**config.mk**
```make
export PLATFORM = sky130hd
export DESIGN_NAME = ranging_sensor_linearizer_top
export DESIGN_NICKNAME = d
export VERILOG_FILES = /design/src/rtl/rsl_pkg.sv /design/src/rtl/ranging_sensor_linearizer_top.sv
export SDC_FILE = /design/constraint.sdc
export NUM_CORES = 2
export LEC_CHECK = 0
export BUFFER_PORTS_ARGS = -buffer_cell sky130_fd_sc_hd__buf_2
export CORE_ASPECT_RATIO = 1.75
export CORE_UTILIZATION = 40
export DETAILED_ROUTE_END_ITERATION = 6
export HOLD_SLACK_MARGIN = 0.05
export PLACE_DENSITY = 0.6
export RECOVER_POWER = 50
export SKIP_CTS_REPAIR_TIMING = 1
export SLEW_MARGIN = 15
export SYNTH_ARGS = -nofsm -noshare
export SYNTH_HDL_FRONTEND = slang
export SYNTH_SLANG_ARGS = --single-unit
```
**constraint.sdc**
```tcl
create_clock -name clk -period 19.05 [get_ports clk]
set_clock_uncertainty 0.2 [all_clocks]
set_input_delay 1.905 -clock clk [delete_from_list [all_inputs] [get_ports clk]]
set_output_delay 1.905 -clock clk [all_outputs]
set_load 0.005 [all_outputs]
```
**src/rtl/rsl_pkg.sv**
```systemverilog
package rsl_pkg;

  localparam int DEFAULT_ADC_BITS = 12;
  localparam int LEVELS           = 5;
  localparam int SEGS             = LEVELS - 1;
  localparam int QW               = 15;
  localparam int PIPE_LAT         = QW + 4;

  localparam logic [QW-1:0] Q8_FAR  = QW'(20480);
  localparam logic [QW-1:0] Q8_NEAR = QW'(1280);
  localparam logic [QW-1:0] Q8_NONE = '0;

  typedef enum logic [1:0] {
    ST_INTERP = 2'd0,
    ST_FAR    = 2'd1,
    ST_NEAR   = 2'd2,
    ST_NOSEG  = 2'd3
  } status_t;

  typedef logic [2:0] cfg_idx_t;
  typedef logic [1:0] seg_t;

  localparam cfg_idx_t CFG_LVL_80CM = 3'd0;
  localparam cfg_idx_t CFG_LVL_40CM = 3'd1;
  localparam cfg_idx_t CFG_LVL_10CM = 3'd2;
  localparam cfg_idx_t CFG_LVL_7CM  = 3'd3;
  localparam cfg_idx_t CFG_LVL_5CM  = 3'd4;

  // Reset calibration codes, far to near.
  localparam logic [15:0] LEVEL_RESET [LEVELS] = '{16'd500, 16'd900, 16'd2400,
                                                   16'd3000, 16'd3600};

  // Per segment, numbered from the far end: near distance, distance step and
  // the product of both end distances (all in cm).
  localparam logic [5:0]  SEG_DHI  [SEGS] = '{6'd40, 6'd10, 6'd7, 6'd5};
  localparam logic [5:0]  SEG_DDIF [SEGS] = '{6'd40, 6'd30, 6'd3, 6'd2};
  localparam logic [11:0] SEG_PROD [SEGS] = '{12'd3200, 12'd400, 12'd70, 12'd35};

endpackage

```
**src/rtl/ranging_sensor_linearizer_top.sv**
```systemverilog
// Each sample runs through stages 1 to 3, the divider and the output register. Throughput:
// one sample per cycle while busy is low; three front stages (segment select, products,
// numerator and denominator) feed a 15-stage restoring divider, one quotient bit a stage.
// Reset (synchronous, active high) empties the pipeline, restores the calibration levels
// and holds busy high via rst_hold. The receiver cannot stall; done lasts one cycle.
module ranging_sensor_linearizer_top #(
  parameter int ADC_BITS = rsl_pkg::DEFAULT_ADC_BITS
) (
  input  logic                    clk,
  input  logic                    rst,
  input  logic                    start,
  output logic                    busy,
  input  logic [ADC_BITS-1:0]     sample_code,
  input  logic                    cfg_write,
  input  rsl_pkg::cfg_idx_t       cfg_index,
  input  logic [ADC_BITS-1:0]     cfg_data,
  output logic                    done,
  output logic [rsl_pkg::QW-1:0]  distance_q8,
  output rsl_pkg::status_t        range_status
);
  import rsl_pkg::*;

  localparam int AW   = ADC_BITS;
  localparam int MW   = AW + 6;
  localparam int NUMW = AW + 12;
  localparam int DW   = AW + 7;
  localparam int NW   = AW + 21;

  logic [AW-1:0] lvl [LEVELS];
  logic          rst_hold;
  logic          accept;

  assign busy   = rst | rst_hold;
  assign accept = start & ~busy;

  always_ff @(posedge clk) begin
    rst_hold <= rst;
  end

  always_ff @(posedge clk) begin
    if (rst) begin
      for (int i = 0; i < LEVELS; i++) lvl[i] <= AW'(LEVEL_RESET[i]);
    end else if (cfg_write) begin
      case (cfg_index)
        CFG_LVL_80CM: lvl[0] <= cfg_data;
        CFG_LVL_40CM: lvl[1] <= cfg_data;
        CFG_LVL_10CM: lvl[2] <= cfg_data;
        CFG_LVL_7CM:  lvl[3] <= cfg_data;
        CFG_LVL_5CM:  lvl[4] <= cfg_data;
        default: ;
      endcase
    end
  end

  // Stage 1: classify the sample and pick its segment.
  status_t       st_c;
  seg_t          sel_c;
  logic [AW-1:0] lo_c, hi_c;

  always_comb begin
    st_c  = ST_NOSEG;
    sel_c = '0;
    lo_c  = lvl[0];
    hi_c  = lvl[1];
    if (sample_code <= lvl[0]) begin
      st_c = ST_FAR;
    end else if (sample_code > lvl[LEVELS-1]) begin
      st_c = ST_NEAR;
    end else begin
      // Nearer segments win, so the far end is scanned first and overridden.
      for (int s = 0; s < SEGS; s++) begin
        if (sample_code >= lvl[s] && sample_code < lvl[s+1]) begin
          st_c  = ST_INTERP;
          sel_c = seg_t'(s);
          lo_c  = lvl[s];
          hi_c  = lvl[s+1];
        end
      end
      if (st_c == ST_NOSEG && sample_code == lvl[LEVELS-1]) st_c = ST_NEAR;
    end
  end

  logic          s1_vld;
  status_t       s1_st;
  seg_t          s1_sel;
  logic [AW-1:0] s1_off, s1_span;

  always_ff @(posedge clk) begin
    if (rst) s1_vld <= 1'b0;
    else     s1_vld <= accept;
    s1_st   <= st_c;
    s1_sel  <= sel_c;
    s1_off  <= sample_code - lo_c;
    s1_span <= hi_c - lo_c;
  end

  // Stage 2: the three products.
  logic            s2_vld;
  status_t         s2_st;
  logic [MW-1:0]   s2_den_a, s2_den_b;
  logic [NUMW-1:0] s2_num;

  always_ff @(posedge clk) begin
    if (rst) s2_vld <= 1'b0;
    else     s2_vld <= s1_vld;
    s2_st    <= s1_st;
    s2_den_a <= MW'(SEG_DHI[s1_sel]) * MW'(s1_span);
    s2_den_b <= MW'(SEG_DDIF[s1_sel]) * MW'(s1_off);
    s2_num   <= NUMW'(SEG_PROD[s1_sel]) * NUMW'(s1_span);
  end

  // Stage 3 and the divider stages. Index 0 holds the rounded numerator.
  logic [DW-1:0] den_c;
  assign den_c = DW'(s2_den_a) + DW'(s2_den_b);

  logic          vld_s [QW+1];
  status_t       st_s  [QW+1];
  logic [NW-1:0] rem_s [QW+1];
  logic [DW-1:0] den_s [QW+1];
  logic [QW-1:0] q_s   [QW+1];

  always_ff @(posedge clk) begin
    if (rst) vld_s[0] <= 1'b0;
    else     vld_s[0] <= s2_vld;
    st_s[0]  <= s2_st;
    den_s[0] <= den_c;
    rem_s[0] <= NW'({s2_num, 8'h00}) + NW'(den_c >> 1);
    q_s[0]   <= '0;
  end

  for (genvar k = 0; k < QW; k++) begin : g_div
    localparam int SH = QW - 1 - k;
    logic [NW-1:0] dsh;
    logic          take;

    assign dsh  = NW'(den_s[k]) << SH;
    assign take = rem_s[k] >= dsh;

    always_ff @(posedge clk) begin
      if (rst) vld_s[k+1] <= 1'b0;
      else     vld_s[k+1] <= vld_s[k];
      st_s[k+1]  <= st_s[k];
      den_s[k+1] <= den_s[k];
      rem_s[k+1] <= take ? rem_s[k] - dsh : rem_s[k];
      q_s[k+1]   <= take ? q_s[k] | (QW'(1) << SH) : q_s[k];
    end
  end

  // Output register.
  logic [QW-1:0] dist_c;
  always_comb begin
    case (st_s[QW])
      ST_INTERP: dist_c = (q_s[QW] > Q8_FAR) ? Q8_FAR : q_s[QW];
      ST_FAR:    dist_c = Q8_FAR;
      ST_NEAR:   dist_c = Q8_NEAR;
      default:   dist_c = Q8_NONE;
    endcase
  end

  always_ff @(posedge clk) begin
    if (rst) done <= 1'b0;
    else     done <= vld_s[QW];
    distance_q8  <= dist_c;
    range_status <= st_s[QW];
  end

endmodule

```
==> run_results.csv <==
group,metric,value,unit
clocking,clk_pin_slew,70,ps
synth,syn_area_per_cell,9.585,µm²
synth,synth_seq_area_share,40.21,%
clocking,cts_max_path_buffers,3,
synth,synth_top_area_cell,"dfxtp_1",
route,vias,38330,
timing,fin_tns_setup,0,ps
final_layout,postLayoutCoreUtil,44.82,%
final_layout,multi_input_area,28660,µm²
global_route,antenna_found_initial,1,
floorplan,die_h,481.8,µm
timing,fmax,0.1260,GHz
placed_design,routabilityCongestion,1.030,
route,initialDrtViolationCount,1616,
worst_setup_path,worst_setup_path_end_kind,"register",
route,route.detailed.drc,0,
floorplan,dieArea,133100,µm²
worst_setup_path,required,19480,ps
timing,post-route-period-util,41.65,%
worst_hold_path,worstHoldStart,"st_s[1][13]$_DFF_P_",
worst_setup_path,slowest_delay,850,ps
clocking,cts_tree,"yes",
synth,ys.flop_type,"dfxtp_1",
floorplan,die_w,276.2,µm
floorplan,ioPinCount,50,
final_layout,drive_gt1_share,6.252,%
timing,hold_violations,0,
route,routed_wl,138200,µm
final_layout,seqCellArea,21160,µm²
clocking,clkSinkCount,1027,
timing,slew_headroom,-9.179,%
timing,rsz0062_at_grt,"false",
worst_setup_path,worst-setup-path-type,"reg -> reg",
status,violations,"capacitance limit, slew limit",
worst_setup_path,reg2reg_from,"s1_sel[1]$_SDFF_PP0_",
floorplan,core-area,130300,µm²
synth,syn-num-nets,6233,
worst_setup_path,worstPathArrival,8370,ps
synth,async_flop_share,0,%
placed_design,io_buffers,49,
timing,setup_ws,11110,ps
synth,synth.cell_area,52620,µm²
route,viasPerCell,5.219,
worst_setup_path,cp.buffers_inverters,6,
worst_setup_path,path_delay_family,"adder cells",
route,route.antenna.remaining_nets,0,
synth,yosys.area.top_type_share,36.79,%
final_layout,fillCellCount,12490,
job,max_cap_viol_count,2,
global_route,overflow,0,
final_layout,area_growth,10.96,%
status,status,"complete, but fails checks",
synth,ys_warn_count,0,
synth,syn_inst,5490,
placed_design,dp_hpwl,113200,µm
route,wl_per_cell,18.81,µm
global_route,grt_max_degree,42,
clocking,cts-root-buf,"clkbuf_16",
route,drt_first_pass_iters,6,
worst_setup_path,crit_start,"s1_sel[1]$_SDFF_PP0_",
floorplan,start_util,40.39,%
worst_setup_path,cp_common_cell,"fa_1",
synth,synth_area_leaders,"dfxtp_1 (37%), ha_1 (13%), fa_1 (6.2%)",
worst_setup_path,worst_setup_path_start_kind,"register",
global_route,grt_pass1_vias,39980,
floorplan,num_rows,175,
clocking,cts_buffers,100,
timing,tightestPinTransition,1634,ps
final_layout,final_nets,6323,
global_route,grt_pass1_wl,212100,µm
synth,synth-seq-cells,1027,
worst_setup_path,crit_fanout,24,
timing,period_minus_slack,7935,ps
worst_setup_path,cp_slowest_cell,"clkbuf_1",
clocking,insertion_delay,720,ps
global_route,grt_usage,20.63,%
worst_hold_path,hold_class,"reg -> reg",
synth,yosys.cell_types.count,80,
worst_setup_path,worstPathCellList,"clkbuf_1, clkinv_1, ha_1, and2_1, fa_1, inv_1, fa_1, fa_1, inv_1, fa_1, inv_1, fa_1, inv_1, ha_1, o21a_1, o21ai_0, a21oi_1, a2111o_1, nand2_1, o21ai_0, or4_1, a2111o_1, o211ai_1",
clocking,h-tree-depth,3,
timing,finalSetupViolCount,0,
synth,synth_edf_count,60,
timing,drv_slew,26,
placed_design,dp_slack,11390,ps
## area by class of cell
class / instances / share of cell area [%]
antenna: 2 / 0.008571
clock buffer: 142 / 5.095
timing repair buffer: 72 / 0.7007
clock inverter: 42 / 0.9728
multi-input combinational: 3711 / 49.09
tap: 1681 / 3.602
inverter: 668 / 4.294
sequential: 1027 / 36.24
## per-layer routing
layer | share of wire, % | global-route usage [%] | vias to the layer above
li1 | - | - | 18920
met1 | 29 | 15.43 | 18140
met2 | 58 | 43.61 | 791
met3 | 2.7 | 2.568 | 485
met4 | 10 | 19.02 | 0
met5 | 0 | 0 | -
## sequential cells by signal (all words and copies together) (netlist names), 2 cells and up
register,flops
rem_s,403
den_s,285
q_s,120
lvl,60
st_s,32
s2_num,24
s2_den_a,18
s2_den_b,18
vld_s,16
distance_q8,15
s1_off,12
s1_span,12
range_status,2
s1_sel,2
s1_st,2
s2_st,2
## kinds of logic after synthesis
group / synth area share [%]
simple gates: 13.51
compound gates: 13.44
flops: 40.21
buf+inv: 5.381
fa+ha+maj: 19.25
xor+xnor: 6.443
mux: 1.767
## metrics by stage
step | instances | area, µm² | hold slack, ps
floorplan | 5490 | 52620 | 109.6
global route | 7344 | 58390 | 117.2
CTS | 7343 | 58400 | 118.7
finish | 7345 | 58390 | 107.8
detailed placement | 7159 | 54860 | 112.1
global placement | 7159 | 54860 | 110.8
## final timing paths
| path | cells past startpoint | to | slack [ps] |
|---|---|---|---|
| worst max-delay path | 23 | s2_num[23]$_DFF_P_ | 11110 |
| worst min-delay path | 0 | st_s[1][15]$_DFF_P_ | 110 |
| worst max register to register | 23 | s2_num[23]$_DFF_P_ | 11110 |
| worst min register to register | 0 | st_s[1][15]$_DFF_P_ | 110 |
## synthesized netlist by cell type, types with 84 or more instances
| master | instances |
|---|---|
| a21o_1 | 137 |
| xor2_1 | 169 |
| inv_1 | 664 |
| nor3_1 | 100 |
| dfxtp_1 | 967 |
| nand2_1 | 323 |
| nor2_1 | 309 |
| o21ai_0 | 266 |
| nor2b_1 | 107 |
| fa_1 | 163 |
| nand2b_1 | 88 |
| ha_1 | 549 |
| and2_1 | 112 |
| a21oi_1 | 350 |
| xnor2_1 | 213 |
| nand3_1 | 84 |
## placed cells by master (no fill, tap or decap), drive strengths merged, types with 52 or more instances in the layout
| master | instances |
|---|---|
| dfxtp | 967 |
| xor2 | 169 |
| nand3 | 84 |
| nor2b | 107 |
| buf | 69 |
| ha | 549 |
| inv | 673 |
| nor4 | 52 |
| nand2 | 323 |
| fa | 163 |
| a21o | 137 |
| edfxtp | 60 |
| and2 | 112 |
| nor2 | 309 |
| mux2 | 71 |
| a21oi | 350 |
| nand2b | 88 |
| nand4 | 58 |
| clkbuf | 145 |
| nor3 | 100 |
| xnor2 | 213 |
| o21a | 56 |
| o21ai | 270 |
Power is not shown: default switching activity piles up to over one toggle a cycle in this logic, so the estimate is an artifact.
